**src/rtl/core/lrt_pkg.sv**
```systemverilog
// ============================================================================
// lrt_pkg: shared types and functions of the lazy range tree engine
// node layout, command classes, combine functions and sequencer states
// ============================================================================
package lrt_pkg;

    localparam int SIZE       = 1024;
    localparam int VALUE_BITS = 32;
    localparam int IDX_W      = 10;
    localparam int LOG_LEAVES = $clog2(SIZE);
    localparam int LEAVES     = 1 << LOG_LEAVES;
    localparam int NODES      = 2 * LEAVES;
    localparam int NODE_W     = LOG_LEAVES + 1;
    localparam int POS_W      = LOG_LEAVES + 2;
    localparam int LEV_W      = $clog2(LOG_LEAVES + 2);
    localparam int QDEPTH     = 2;
    localparam int QPTR_W     = $clog2(QDEPTH);

    localparam logic [1:0] KIND_QUERY  = 2'd0;
    localparam logic [1:0] KIND_COMB   = 2'd1;
    localparam logic [1:0] KIND_ASSIGN = 2'd2;
    localparam logic [1:0] KIND_UNUSED = 2'd3;

    typedef logic [VALUE_BITS-1:0] val_t;

    typedef enum logic [1:0] {
        OP_SUM,
        OP_MIN,
        OP_MAX,
        OP_XOR
    } op_t;

    typedef enum logic [1:0] {
        CLS_QUERY,
        CLS_EMPTYQ,
        CLS_COMB,
        CLS_ASSIGN
    } cls_t;

    typedef struct packed {
        cls_t              cls;
        logic [POS_W-1:0]  lo;
        logic [POS_W-1:0]  hi;
        val_t              val;
    } cmd_t;

    // tree node: aggregate includes own tag, tag is pending for the children
    typedef struct packed {
        logic mk;
        val_t lz;
        val_t d;
    } node_t;

    typedef struct packed {
        logic clearing;
    } stat_t;

    typedef enum logic [3:0] {
        ST_CLEAR,
        ST_IDLE,
        ST_PUSH_SEL,
        ST_PUSH_P1,
        ST_PUSH_P2,
        ST_PUSH_P3,
        ST_LOOP_SEL,
        ST_LOOP_W,
        ST_UPD_SEL,
        ST_UPD_A,
        ST_UPD_B,
        ST_OUT
    } state_t;

    function automatic val_t ident(input op_t op);
        return (op == OP_MIN) ? '1 : '0;
    endfunction

    function automatic val_t comb(input op_t op, input val_t x, input val_t y);
        val_t r;
        case (op)
            OP_SUM:  r = x + y;
            OP_MIN:  r = (x < y) ? x : y;
            OP_MAX:  r = (x > y) ? x : y;
            default: r = x ^ y;
        endcase
        return r;
    endfunction

    // combine of 2**lev copies of v
    function automatic val_t scale(input op_t op, input val_t v, input logic [LEV_W-1:0] lev);
        val_t r;
        case (op)
            OP_SUM:  r = v << lev;
            OP_XOR:  r = (lev == '0) ? v : '0;
            default: r = v;
        endcase
        return r;
    endfunction

    function automatic node_t apply(input op_t op, input node_t e, input logic amk,
                                    input val_t av, input logic [LEV_W-1:0] lev);
        node_t r;
        val_t  sc;
        sc   = scale(op, av, lev);
        r.d  = amk ? sc : comb(op, e.d, sc);
        r.lz = amk ? av : comb(op, e.lz, av);
        r.mk = amk | e.mk;
        return r;
    endfunction

endpackage

```
**src/rtl/core/lrt_queue.sv**
```systemverilog
// ============================================================================
// lrt_queue: command queue
// short fifo between intake and tree sequencer
// ============================================================================
module lrt_queue (
    input  logic          clk,
    input  logic          rst_n,
    input  logic          push_valid,
    output logic          push_ready,
    input  lrt_pkg::cmd_t push_data,
    output logic          pop_valid,
    input  logic          pop_ready,
    output lrt_pkg::cmd_t pop_data
);

    lrt_pkg::cmd_t                ent_reg [lrt_pkg::QDEPTH];
    logic [lrt_pkg::QPTR_W-1:0]   wp_reg;
    logic [lrt_pkg::QPTR_W-1:0]   wp_next;
    logic [lrt_pkg::QPTR_W-1:0]   rp_reg;
    logic [lrt_pkg::QPTR_W-1:0]   rp_next;
    logic [lrt_pkg::QPTR_W:0]     cnt_reg;
    logic [lrt_pkg::QPTR_W:0]     cnt_next;
    logic                         do_push;
    logic                         do_pop;

    assign push_ready = cnt_reg != (lrt_pkg::QPTR_W + 1)'(lrt_pkg::QDEPTH);
    assign pop_valid  = cnt_reg != '0;
    assign pop_data   = ent_reg[rp_reg];
    assign do_push    = push_valid & push_ready;
    assign do_pop     = pop_valid & pop_ready;

    always_comb
    begin
        wp_next  = do_push ? wp_reg + 1'b1 : wp_reg;
        rp_next  = do_pop ? rp_reg + 1'b1 : rp_reg;
        cnt_next = cnt_reg + (lrt_pkg::QPTR_W + 1)'(do_push)
                   - (lrt_pkg::QPTR_W + 1)'(do_pop);
    end

    always_ff @(posedge clk or negedge rst_n)
    begin
        if (!rst_n)
        begin
            wp_reg  <= '0;
            rp_reg  <= '0;
            cnt_reg <= '0;
        end
        else
        begin
            wp_reg  <= wp_next;
            rp_reg  <= rp_next;
            cnt_reg <= cnt_next;
        end
    end

    always_ff @(posedge clk)
    begin
        if (do_push)
        begin
            ent_reg[wp_reg] <= push_data;
        end
    end

endmodule

```
**config.mk**
```make
export PLATFORM = sky130hd
export DESIGN_NAME = lrt_queue
export DESIGN_NICKNAME = d
export VERILOG_FILES = /design/src/rtl/core/lrt_pkg.sv /design/src/rtl/core/lrt_queue.sv
export SDC_FILE = /design/constraint.sdc
export NUM_CORES = 1
export LEC_CHECK = 0
export ABC_CLOCK_PERIOD_IN_PS = 4900
export BUFFER_PORTS_ARGS = -buffer_cell sky130_fd_sc_hd__buf_2
export CORE_MARGIN = 3
export CORE_UTILIZATION = 30
export DETAILED_ROUTE_END_ITERATION = 8
export PLACE_DENSITY = 0.51
export SYNTH_ARGS = -nofsm -noshare
export SYNTH_HDL_FRONTEND = slang
export SYNTH_SLANG_ARGS = --single-unit
```
**constraint.sdc**
```tcl
create_clock -name clk -period 4.9 [get_ports clk]
set_clock_uncertainty 0.05 [all_clocks]
set_input_delay 0.735 -clock clk [delete_from_list [all_inputs] [get_ports clk]]
set_output_delay 0.735 -clock clk [all_outputs]
set_load 0.02 [all_outputs]
```
; ---- After elaboration in Yosys (flattened, before gate mapping)
; Memory sizes are Yosys's and may differ from the RTL's.
; Index checks and enable logic that the tools add are counted.
[op_classes]
n_addsub = 4
muxes = 2
n_eq_ne = 1
reduce_logical = 1
bitwise = 2
[ops]
columns = operator, count
row1 = $add A1 B1 Y1 const B, 2
row2 = $add A2 B1 Y2, 1
row3 = $and A1 B1 Y1, 2
row4 = $mux W1, 2
row5 = $ne A2 B2 Y1 const B, 1
row6 = $reduce_bool A2 Y1, 1
row7 = $sub A2 B1 Y2, 1
[word_totals]
elab_cells = 14
ramBits = 116
memories = 1
reg_bits = 4
in_bits = 62
[memory_table]
columns = memory, depth, word_bits, rd, rd_ports_with_merged_regs, write_ports, line
row1 = ent_reg, 2, 58, 1, 0, 1, lrt_queue.sv:16  ; lrt_pkg::cmd_t ent_reg [lrt_pkg::QDEPTH];

; ---- Logic depth before layout (Yosys ltp)
[logic_depth]
word_depth = 4
ltp_mapped = 5
ltp_nobuf = 5

; ---- Worst setup path after synthesis
; No wires, ideal clock.
[synth_timing]
path_kind = input to register
start = input push_valid
end = memory ent_reg[0][0] (netlist bit), enable pin
cell_stages = 2
path_buffers = 0
arrival_time_ps = 3244
required_time_ps = 4376
setup_time_ps = 474
setup_slack_ps = 1132
path_cell_list = nand2_1 -> nor2_1
[synth_between]
elab_chain_cells = 3
[synth_lines]
columns = item, line
row1 = start: declaration, lrt_queue.sv:8  ; input logic push_valid,
row2 = $and A1 B1 Y1, lrt_queue.sv:29  ; assign do_push = push_valid & push_ready;
row3 = $mux W1, lrt_queue.sv:58  ; if (do_push)
row4 = $mux W1 (implied by the code), lrt_queue.sv:60  ; ent_reg[wp_reg] <= push_data;
row5 = end: declaration, lrt_queue.sv:16
; Every way passes these cells.

==> flow_summary.yaml <==
yosys:
  yosys.area.top_type: "edfxtp_1"
  syn_nets: 266
  ys_seq_area_frac: 0.8052
  synth.most_common_cell: "edfxtp_1"
  synth_cell_type_count: 20
  yosysTopAreaCellShare: 0.7827
  yosysWarnings: 0
  synth.cell_area_um2: 4451
  synth-seq-cells: 120
  yosys-top-cells-count: "edfxtp_1 (116), mux2_2 (48), mux2_4 (10)"
  syn_area_per_cell_um2: 21.92
  syn-instance-count: 203
  synthArstFlopShare: 0.03333
  synth_area_leaders: "edfxtp_1 (78%), mux2_2 (12%), mux2_4 (3.4%), dfrtp_1 (2.2%), xnor2_1 (0.59%)"
  ys.flop_type: "edfxtp_1"
  synth_edf_count: 116
power:
  finalPower_mw: 3.848
  max-vdd-ir-drop_mv: 0.2678
  p_per_area_nw_per_um2: 658.0
  p_leak_nw: 2.226
setup_path:
  worstReg2RegEnd: "ent_reg[0][18]"
  endpoint: "pop_data[25]"
  r2r_cells: 4
  worstPathArrival_ps: 2360
  r2r_start: "cnt_reg[0]"
  required_ps: 4120
  crit_start: "rp_reg"
  critPathCaptureType: "primary output"
  timing.critical_path.from_type: "flip-flop"
  path_class: "reg -> out"
  rrSetupSlack_ps: 2570
  cp_max_fo: 30
cts:
  h-tree-depth: 4
  clock_sinks: 120
  cts_buffer_depth: 2
  cts_tree: "built"
  clkLatencyLatePin_ps: 400
  cts_buffers: 17
  ctsHoldBuffers: 0
  cts_root_buf: "clkbuf_16"
  cts_setup_buffers: 0
  cts_resized: 0
  clk_pin_slew_worst_paths_ps: 50
detailed_routing:
  ant_nets: 0
  via_per_inst: 4.256
  drc_errors: 0
  drt_iter0_markers: 139
  vias: 2264
  first_pass_iters: 4
  routed_wl_um: 8313
  wl_per_cell_um: 15.63
finish:
  finalNonFillerCells: 532
  largest_reg_flops: 116
  fin_nets: 402
  drive_above_1_share: 0.6023
  area_delta_synth_final_pct: 31.40
  diodes: 0
die:
  dieHeight_um: 127.8
  start_util: 0.3133
  dieArea_um2: 16330
  rows: 43
  dieWidth_um: 127.8
  core_area_um2: 14200
  ioPinCount: 122
sta:
  timing.fmax_mhz: 317.6
  finalCriticalPeriod_ps: 3149
  rsz0062_at_grt: "false"
  finalHoldViolations: 0
  finalSetupViolCount: 0
  timing.slew.headroom: 0.4434
  drv_slew: 0
  tightest_slew_ps: 833.0
  tns_ps: 0
  fin_crit_sh: 0.6426
worst_hold_path:
  hold_path_class: "in -> async"
grt:
  antenna_found_initial: 0
  first_global_vias: 2525
  grt_pass1_wl_um: 13070
  grtUsageTotal: 0.1094
  overflow: 0
  grt_max_degree: 32
outcome:
  run_status: "completed"
placed_design:
  place.gp.congestion: 0.6920
  placed_cells: 500
  dp_hpwl_um: 5451
  port-buffer-count: 121
job:
  maxCapViolations: 0
-- per-stage QoR --
stage,worst slack (ps),utilization,hold slack (ps),cell area [um^2]
floorplan,1132,-,389.4,4451
global placement,2095,0.3701,480.3,5256
detailed placement,2086,0.3701,486.1,5256
CTS,1631,0.4117,50.99,5848
global route,1552,0.4117,48.06,5848
finish,1751,0.4117,78.56,5848
-- layout by cell type (no fill, tap or decap) --
cell type  count
buf_2        121
edfxtp_1     116
mux2_2        48
clkbuf_16     17
mux2_4        10
clkinv_1       5
bufinv_16      4
clkinv_2       4
xnor2_1        3
dfrtp_1        3
buf_4          3
nor2_1         2
nand2_1        2
clkbuf_1       2
or2_2          1
nand2b_1       1
nor2b_1        1
a211oi_1       1
nand3_1        1
o21ai_0        1
a21bo_2        1
a32oi_1        1
nor2_4         1
and3_2         1
ha_1           1
dfrtp_2        1
-- routing by layer --
metal  GRT usage  up-vias  part of all wire
li1            -     1081                 -
met1      0.1310     1092              0.42
met2      0.1639       84              0.48
met3     0.06042        7             0.085
met4     0.04494        0            0.0094
met5           0        -                 0
-- worst min-delay path by stage --
| stage | startpoint | to | depth (start not counted) |
|---|---|---|---|
| 2_1_floorplan | rst_n | cnt_reg[0] | 0 |
| 3_3_place_gp | wp_reg | wp_reg | 1 |
| 3_5_place_dp | wp_reg | wp_reg | 1 |
| 4_1_cts | rst_n | cnt_reg[1] | 1 |
| 5_1_grt | rst_n | cnt_reg[1] | 1 |
| 6_report | rst_n | wp_reg | 1 |
-- logic make-up (layout without fill, tap and decap cells) --
group,after synthesis,after routing,share of synthesized area
and+or+nand+nor,10,10,0.01097
adders and majority gates,1,1,0.002811
buffers and inverters,7,156,0.01293
DFF,120,120,0.8052
muxes,58,58,0.1552
xor gates and xnor gates,3,3,0.005905
AOI/OAI and AO/OA,4,4,0.007028
-- layout make-up --
cell class,instances,area (um^2)
fill,1333,8356
sequential,120,3585
multi-input combinational,76,818.3
timing repair buffer,124,628.1
clock buffer,19,432.9
tap,180,225.2
clock inverter,13,158.9
-- worst max-delay path: stages, from the launching register on --
cell and delay (ps):
dfrtp_2 840, buf_4 510, mux2_2 410, buf_2 160
-- power breakdown --
group          switching (mW)  leakage, nW  internal (mW)
sequential              0.111         1.13           1.41
clock                   0.398        0.292          0.836
combinational           0.642        0.809          0.455
total                    1.15         2.23           2.70
Power figures use the tool's default switching activity.
