==> src/rtl/core/lrt_pkg.sv <==
// ============================================================================
// lrt_pkg: shared types and functions of the lazy range tree engine
// node layout, command classes, combine functions and sequencer states
// ============================================================================
package lrt_pkg;

    localparam int SIZE       = 1024;
    localparam int VALUE_BITS = 32;
    localparam int IDX_W      = 10;
    localparam int LOG_LEAVES = $clog2(SIZE);
    localparam int LEAVES     = 1 << LOG_LEAVES;
    localparam int NODES      = 2 * LEAVES;
    localparam int NODE_W     = LOG_LEAVES + 1;
    localparam int POS_W      = LOG_LEAVES + 2;
    localparam int LEV_W      = $clog2(LOG_LEAVES + 2);
    localparam int QDEPTH     = 2;
    localparam int QPTR_W     = $clog2(QDEPTH);

    localparam logic [1:0] KIND_QUERY  = 2'd0;
    localparam logic [1:0] KIND_COMB   = 2'd1;
    localparam logic [1:0] KIND_ASSIGN = 2'd2;
    localparam logic [1:0] KIND_UNUSED = 2'd3;

    typedef logic [VALUE_BITS-1:0] val_t;

    typedef enum logic [1:0] {
        OP_SUM,
        OP_MIN,
        OP_MAX,
        OP_XOR
    } op_t;

    typedef enum logic [1:0] {
        CLS_QUERY,
        CLS_EMPTYQ,
        CLS_COMB,
        CLS_ASSIGN
    } cls_t;

    typedef struct packed {
        cls_t              cls;
        logic [POS_W-1:0]  lo;
        logic [POS_W-1:0]  hi;
        val_t              val;
    } cmd_t;

    // tree node: aggregate includes own tag, tag is pending for the children
    typedef struct packed {
        logic mk;
        val_t lz;
        val_t d;
    } node_t;

    typedef struct packed {
        logic clearing;
    } stat_t;

    typedef enum logic [3:0] {
        ST_CLEAR,
        ST_IDLE,
        ST_PUSH_SEL,
        ST_PUSH_P1,
        ST_PUSH_P2,
        ST_PUSH_P3,
        ST_LOOP_SEL,
        ST_LOOP_W,
        ST_UPD_SEL,
        ST_UPD_A,
        ST_UPD_B,
        ST_OUT
    } state_t;

    function automatic val_t ident(input op_t op);
        return (op == OP_MIN) ? '1 : '0;
    endfunction

    function automatic val_t comb(input op_t op, input val_t x, input val_t y);
        val_t r;
        case (op)
            OP_SUM:  r = x + y;
            OP_MIN:  r = (x < y) ? x : y;
            OP_MAX:  r = (x > y) ? x : y;
            default: r = x ^ y;
        endcase
        return r;
    endfunction

    // combine of 2**lev copies of v
    function automatic val_t scale(input op_t op, input val_t v, input logic [LEV_W-1:0] lev);
        val_t r;
        case (op)
            OP_SUM:  r = v << lev;
            OP_XOR:  r = (lev == '0) ? v : '0;
            default: r = v;
        endcase
        return r;
    endfunction

    function automatic node_t apply(input op_t op, input node_t e, input logic amk,
                                    input val_t av, input logic [LEV_W-1:0] lev);
        node_t r;
        val_t  sc;
        sc   = scale(op, av, lev);
        r.d  = amk ? sc : comb(op, e.d, sc);
        r.lz = amk ? av : comb(op, e.lz, av);
        r.mk = amk | e.mk;
        return r;
    endfunction

endpackage

==> src/rtl/core/lrt_front.sv <==
// ============================================================================
// lrt_front: request intake
// clamps and classifies each beat, drops requests that change nothing
// ============================================================================
module lrt_front (
    input  logic                    in_valid,
    output logic                    in_ready,
    input  logic [1:0]              kind,
    input  logic [lrt_pkg::IDX_W-1:0] range_low,
    input  logic [lrt_pkg::IDX_W-1:0] range_high,
    input  lrt_pkg::val_t           value,
    input  lrt_pkg::stat_t          stat,
    output logic                    push_valid,
    input  logic                    push_ready,
    output lrt_pkg::cmd_t           push_data
);

    logic [lrt_pkg::IDX_W-1:0] hi_clamp;
    logic                      empty;
    logic                      keep;
    lrt_pkg::cls_t             cls;

    always_comb
    begin
        hi_clamp = (range_high > lrt_pkg::IDX_W'(lrt_pkg::SIZE - 1)) ?
                   lrt_pkg::IDX_W'(lrt_pkg::SIZE - 1) : range_high;
        empty    = range_low > hi_clamp;
        keep     = 1'b0;
        cls      = lrt_pkg::CLS_QUERY;
        unique case (kind)
            lrt_pkg::KIND_QUERY:
            begin
                keep = 1'b1;
                cls  = empty ? lrt_pkg::CLS_EMPTYQ : lrt_pkg::CLS_QUERY;
            end
            lrt_pkg::KIND_COMB:
            begin
                keep = !empty;
                cls  = lrt_pkg::CLS_COMB;
            end
            lrt_pkg::KIND_ASSIGN:
            begin
                keep = !empty;
                cls  = lrt_pkg::CLS_ASSIGN;
            end
            default:
            begin
                keep = 1'b0;
                cls  = lrt_pkg::CLS_QUERY;
            end
        endcase
    end

    // leaf positions, high end exclusive
    assign push_data.cls = cls;
    assign push_data.lo  = lrt_pkg::POS_W'(range_low) + lrt_pkg::POS_W'(lrt_pkg::LEAVES);
    assign push_data.hi  = lrt_pkg::POS_W'(hi_clamp) + lrt_pkg::POS_W'(lrt_pkg::LEAVES)
                           + lrt_pkg::POS_W'(1);
    assign push_data.val = value;

    assign in_ready   = push_ready & !stat.clearing;
    assign push_valid = in_valid & keep & !stat.clearing;

endmodule

==> config.mk <==
export PLATFORM = sky130hd
export DESIGN_NAME = lrt_front
export DESIGN_NICKNAME = d
export VERILOG_FILES = /design/src/rtl/core/lrt_pkg.sv /design/src/rtl/core/lrt_front.sv
export SDC_FILE = /design/constraint.sdc
export NUM_CORES = 1
export LEC_CHECK = 0
export BUFFER_PORTS_ARGS = -buffer_cell sky130_fd_sc_hd__buf_4
export CAP_MARGIN = 30
export CORE_UTILIZATION = 35
export DETAILED_ROUTE_END_ITERATION = 12
export PLACE_DENSITY = 0.89
export SYNTH_ARGS = -nofsm -noshare
export SYNTH_HDL_FRONTEND = slang
export SYNTH_SLANG_ARGS = --single-unit
==> constraint.sdc <==
create_clock -name vclk -period 2.8
set_input_delay 0.14 -clock vclk [all_inputs]
set_output_delay 0.14 -clock vclk [all_outputs]
set_load 0.1 [all_outputs]
Word-level counts from Yosys, hierarchy flattened:

Cells that the tools add are included.

* memories: 0
* RAM bits: 0
* logic and storage cells: 18
* bits in latches: 0
* ROM bits: 0
* bits in registers: 0
* input port bits: 57

* mux-type cells: 4
* reductions and logical operators: 4
* multiply operators: 0
* divide/modulo/power cells: 0
* eq/ne operators: 2
* $add $sub $neg: 3
* shifts and indexed selects: 0
* magnitude comparators: 2
* bitwise operators: 3

Operator list (count)
* 10-bit by 11-bit adder with 12-bit output, second input constant: 2
* 12-bit by 1-bit adder with 12-bit output, second input constant: 1
* 10-bit greater-than comparator: 1
* 10-bit greater-than comparator, second input constant: 1
* 10-bit 2-to-1 mux: 1
* 2-bit one-hot mux with 3 select lines: 1
* 1-bit bitwise AND: 3
* 2-bit by 1-bit equality test with 1-bit output, second input constant: 1
* 2-bit equality test, second input constant: 1
* 1-bit zero test: 2
* 2-bit zero test: 1
* 1-bit one-hot mux with 2 select lines: 1
* 2-bit OR reduction: 1
* 1-bit 2-to-1 mux: 1

Logic depth before layout (Yosys ltp):

Gate-level depths: netlist of the first run.

* depth in word-level cells: 7
* depth in mapped cells: 6

Worst setup path before layout of the first run:

Ideal clock, no wire load.

* kind: input to output
* start: input range_high[6] (netlist name)
* end: output push_data[43] (netlist name)
* arrival time: 2.683 ns
* setup slack: -0.023 ns
* stages on the path: 3
* data required time: 2.660 ns
* cell sequence: inv_1 nor3_1 nor3b_1

RTL lines
* from (decl): line lrt_front.sv:10 `input logic [lrt_pkg::IDX_W-1:0] range_high,`
* to (decl): line lrt_front.sv:15 `output lrt_pkg::cmd_t push_data`

==> results of run 1 <==
## power by group
| group | switching, mW | leakage (nW) | total (mW) | internal [mW] |
|---|---|---|---|---|
| clock | 0 | 0 | 0 | 0 |
| sequential | 0 | 0 | 0 | 0 |
| combinational | 0.231 | 0.517 | 0.310 | 0.0792 |
| total | 0.231 | 0.517 | 0.310 | 0.0792 |
## how the worst max path moves through the flow
stage                        startpoint  slack (ns)  cells past startpoint             to
after floorplan           range_high[3]        0.50                      4  push_data[40]
after global placement    range_high[3]        0.97                      8     push_valid
after detailed placement  range_high[3]        0.92                      8  push_data[56]
after CTS                 range_high[3]        0.92                      8  push_data[56]
after global routing      range_high[9]        0.87                      8     push_valid
final                     range_high[3]        0.93                      8  push_data[56]
## cell usage in the layout (no fill, tap or decap)
| cell | synthesis | routed |
|---|---|---|
| nand4_1 | 2 | 2 |
| nor2b_1 | 2 | 2 |
| a21oi_2 | 0 | 1 |
| a22o_1 | 1 | 1 |
| conb_1 | 2 | 2 |
| o211a_1 | 1 | 1 |
| xor2_1 | 1 | 1 |
| ha_1 | 13 | 13 |
| buf_4 | 44 | 51 |
| a221o_1 | 1 | 1 |
| nand2_1 | 2 | 2 |
| and2_1 | 1 | 1 |
| nor2_1 | 3 | 3 |
| inv_1 | 15 | 15 |
| nor3b_2 | 0 | 1 |
| a21oi_1 | 3 | 2 |
| nor3_1 | 2 | 2 |
| a21o_1 | 3 | 3 |
| a311oi_1 | 2 | 2 |
| xnor2_1 | 7 | 7 |
| o211ai_1 | 2 | 2 |
| and4_1 | 1 | 1 |
| nand3_1 | 6 | 6 |
## metal layers
metal / vias to the layer above / routed length (um) / global-route usage (%) / part of all wire [%]
li1: 348 / - / - / -
met1: 308 / 598 / 13.3 / 32
met2: 47 / 1040 / 30.0 / 55
met3: 14 / 156 / 1.79 / 8.3
met4: 0 / 80 / 7.87 / 4.3
met5: - / 0 / 0 / 0
## layout make-up
cell class,count,area (um^2)
fillers,231,1310
repair buffers,51,383
inverters,15,56.3
multi-input cells,56,454
well taps,28,35.0
## stage by stage
stage          util (%)  total power, mW  cells
6_report           41.6            0.310    150
5_1_grt            41.6            0.325    150
2_1_floorplan         -            0.460    116
4_1_cts            41.6            0.311    150
3_3_place_gp       41.6            0.304    150
3_5_place_dp       41.6            0.311    150
## critical path: cells and delay by family
family / cells / cell delay (ns)
buf+inv: 3 / 0.44
fa+ha+maj: 1 / 0.25
compound gates: 4 / 0.90
## cell families (layout without fill, tap and decap cells)
group,Yosys count,count (layout),share of synthesized area [%]
buffers and inverters,60,66,46.7
AND/OR/NAND/NOR,20,20,12.7
adder cells (fa/ha/maj),13,13,19.5
XOR/XNOR,8,8,8.38
AO/OA/AOI/OAI,13,13,11.8
other,2,2,0.899
==> results.sh, run 1 <==
export IMPL_outcome="completed"
export IMPL_synth_distinct_cells=23
export IMPL_hp_start="value[11]"
export IMPL_drt_wirelength_per_cell_um=12.5
export IMPL_fin_worst_hold_slack_ns=0.280
export IMPL_fin_area_um2=928
export IMPL_core_area_um2=2230
export IMPL_syn_mean_instance_area_um2=7.21
export IMPL_holdPathStages=0
export IMPL_die_w_um=50.9
export IMPL_routed_wl_um=1870
export IMPL_endpoint_kind="primary output"
export IMPL_seq_cells=0
export IMPL_io_buffers=51
export IMPL_vias=717
export IMPL_cts_repair_resized=0
export IMPL_yosysSeqAreaShare_pct=0
export IMPL_die_h_um=50.9
export IMPL_yosysMostFrequentCell="buf_4"
export IMPL_vdd_drop_max_mv=0.123
export IMPL_hp_class="in2out"
export IMPL_cp_cell_sequence="buf_4, inv_1, ha_1, a21o_1, a21o_1, a221o_1, a22o_1, buf_4"
export IMPL_grt_use_total_pct=14.5
export IMPL_drtAntennaViolNets=0
export IMPL_cp_slowest_cell="a221o_1"
export IMPL_cp_arrival_ns=1.73
export IMPL_grt_pass1_vias=730
export IMPL_yosysTopAreaCellShare_pct=39.5
export IMPL_gp_congestion=0.681
export IMPL_dr_first_iter_drc_count=2
export IMPL_fin_setup_tns_ns=0
export IMPL_drc=0
export IMPL_finalSetupViolCount=0
export IMPL_finalNetCount=194
export IMPL_yosys_area_top_type="buf_4"
export IMPL_post_route_min_period_ns=1.87
export IMPL_grt_ovfl_total=0
export IMPL_antenna_found_initial=0
export IMPL_layout_worst_path_cycle_share_pct=66.9
export IMPL_max_cap_viol_count=0
export IMPL_path_class="in2out"
export IMPL_crit_fanout=4
export IMPL_diodes=0
export IMPL_yosys_top_cells_area="buf_4 40%, ha_1 19%, xnor2_1 7.3%"
export IMPL_grt_max_degree=7
export IMPL_max_stage_delay_ns=0.37
export IMPL_hold_viol_final=0
export IMPL_timing_final_max_slew_violations=0
export IMPL_cp_required_ns=2.66
export IMPL_seq_area_um2=0
export IMPL_vias_per_cell=4.78
export IMPL_start_util_pct=37.4
export IMPL_p_leak_nw=0.517
export IMPL_crit_path_start_kind="input port"
export IMPL_grt_pass1_wl_um=2930
export IMPL_clock_buffers=0
export IMPL_synth_common_cells="44 x buf_4, 15 x inv_1, 13 x ha_1"
export IMPL_fin_ws_ns=0.927
export IMPL_syn_nets=186
export IMPL_layout_drive_gt1_share_pct=43.4
export IMPL_cts_setup_buffers=0
export IMPL_syn2layout_area_growth_pct=11.1
export IMPL_place_area_um2=928
export IMPL_netlist_area_um2=836
export IMPL_p_per_area_nw_per_um2=334
export IMPL_whs_endpoint="push_data[11]"
export IMPL_place_hpwl_um=1720
export IMPL_dr_pass1_iters=3
export IMPL_pin_count=117
export IMPL_place_worst_setup_slack_ns=0.924
export IMPL_synth_cells=116
export IMPL_hold_buffers=0
export IMPL_row_count=17
export IMPL_yosysWarnings=0
export IMPL_die_area_um2=2590
export IMPL_rsz0062_at_grt="false"
export IMPL_fmax_ghz=0.534
Power figures use the tool's default switching activity.
==> run 2, diff against run 1 <==
CORE_UTILIZATION = 32   (was 35)
PLACE_DENSITY = 0.82   (was 0.89)
clock period = 1.9 ns   (was 2.8 ns; I/O delays follow)
==> run 2 against run 1 <==
Against the previous run:
- largest power group unchanged
- worst hold slack got worse by 0.090 ns
- routed wire length fell by 0.85%
- non-clock buffer count did not move
- via count fell by 0.70%
- total power rose by 49%
- combinational power rose by 49%
- final cell count rose by 1.3%
- sequential share of layout area did not move
- critical path depth did not move
- core utilization fell by 1.9 points
==> results.sh, run 2 (same netlist as run 1, synthesis figures left out) <==
export IMPL_p_leak_nw=0.552
export IMPL_cp_arrival_ns=1.69
export IMPL_gp_congestion=0.621
export IMPL_finalPower_mw=0.462
export IMPL_multi_input_area_um2=507
export IMPL_crit_fanout=3
export IMPL_cp_required_ns=1.80
export IMPL_dr_pass1_iters=2
export IMPL_holdPathStages=0
export IMPL_clock_buffers=0
export IMPL_die_h_um=53.1
export IMPL_max_stage_delay_ns=0.32
export IMPL_drc=0
export IMPL_pin_count=117
export IMPL_layout_worst_path_cycle_share_pct=93.7
export IMPL_syn2layout_area_growth_pct=17.7
export IMPL_worstSetupPathDepth=8
export IMPL_whs_endpoint="push_data[21]"
export IMPL_layout_common_cells="51 x buf_4, 15 x inv_1, 13 x ha_1"
export IMPL_grt_use_total_pct=11.3
export IMPL_io_buffers=51
export IMPL_endpoint_kind="primary output"
export IMPL_cp_slowest_cell="a221o_1"
export IMPL_outcome="completed"
export IMPL_core_area_um2=2480
export IMPL_drt_wirelength_per_cell_um=12.2
export IMPL_final_cells=152
export IMPL_cts_repair_resized=0
export IMPL_finalSetupViolCount=0
export IMPL_vias_per_cell=4.68
export IMPL_crit_family="compound AO/OA/AOI/OAI gates"
export IMPL_p_per_area_nw_per_um2=470
export IMPL_finalNetCount=194
export IMPL_place_hpwl_um=1730
export IMPL_cpMostUsedCell="buf_4"
export IMPL_vias=712
export IMPL_fin_setup_tns_ns=0
export IMPL_drtAntennaViolNets=0
export IMPL_antenna_found_initial=0
export IMPL_die_w_um=53.1
export IMPL_fmax_ghz=0.561
export IMPL_die_area_um2=2820
export IMPL_seq_area_um2=0
export IMPL_hold_viol_final=0
export IMPL_grt_ovfl_total=0
export IMPL_crit_path_start="range_high[9]"
export IMPL_hold_buffers=0
export IMPL_timing_final_max_slew_violations=0
export IMPL_place_inst=152
export IMPL_row_count=18
export IMPL_start_util_pct=33.7
export IMPL_crit_path_start_kind="input port"
export IMPL_rsz0062_at_grt="false"
export IMPL_hp_class="in2out"
export IMPL_hp_start="value[21]"
export IMPL_grt_max_degree=7
export IMPL_grt_pass1_vias=576
export IMPL_layout_drive_gt1_share_pct=48.4
export IMPL_max_cap_viol_count=0
export IMPL_post_route_min_period_ns=1.78
export IMPL_cts_setup_buffers=0
export IMPL_cp_cell_sequence="buf_4, inv_1, ha_1, a21oi_1, o211ai_1, a221o_1, a21oi_4, buf_4"
export IMPL_grt_pass1_wl_um=2360
export IMPL_diodes=0
export IMPL_critPathBufInv=3
export IMPL_seq_cells=0
export IMPL_path_class="in2out"
export IMPL_routed_wl_um=1860
export IMPL_dr_first_iter_drc_count=5
export IMPL_final_common_cell="buf_4"
export IMPL_vdd_drop_max_mv=0.215
export IMPL_nFillCells=254
[run 2: cell types whose count changed in the layout (fill, tap and decap cells not counted)]
cell,delta
xnor2_1,-6
a21oi_2,-1
xnor2_2,+6
a21oi_4,+1
[run 2: stage by stage]
stage / area [um^2] / setup WS [ns] / hold slack, ns / util (%)
after floorplan: 897 / 0.00992 / 0.402 / -
after CTS: 983 / 0.110 / 0.191 / 39.7
after global routing: 983 / 0.0347 / 0.190 / 39.7
after detailed placement: 983 / 0.114 / 0.191 / 39.7
final: 983 / 0.119 / 0.190 / 39.7
after global placement: 983 / 0.140 / 0.191 / 39.7
[run 2: layout make-up]
| cell class | count | area share, % |
|---|---|---|
| Inverter | 15 | 5.73 |
| Multi-Input combinational cell | 56 | 51.5 |
| Tap cell | 30 | 3.82 |
| Timing Repair Buffer | 51 | 38.9 |
[run 2: worst max-delay path by stage]
stage / to / slack (ns)
after global placement: push_data[56] / 0.14
after detailed placement: push_valid / 0.11
final: push_valid / 0.12
after global routing: push_valid / 0.03
after CTS: push_valid / 0.11
after floorplan: push_valid / 0.01
[run 2: routing by layer]
| layer | global-route usage, % | wire (um) | vias to the layer above |
|---|---|---|---|
| met4 | 8.33 | 111 | 0 |
| li1 | - | - | 351 |
| met2 | 22.4 | 851 | 58 |
| met5 | 0 | 0 | - |
| met3 | 1.72 | 285 | 14 |
| met1 | 9.95 | 608 | 289 |
[run 2: where the power goes]
part	internal, mW	switching (mW)
Clock	0	0
Sequential	0	0
Combinational	0.121	0.340
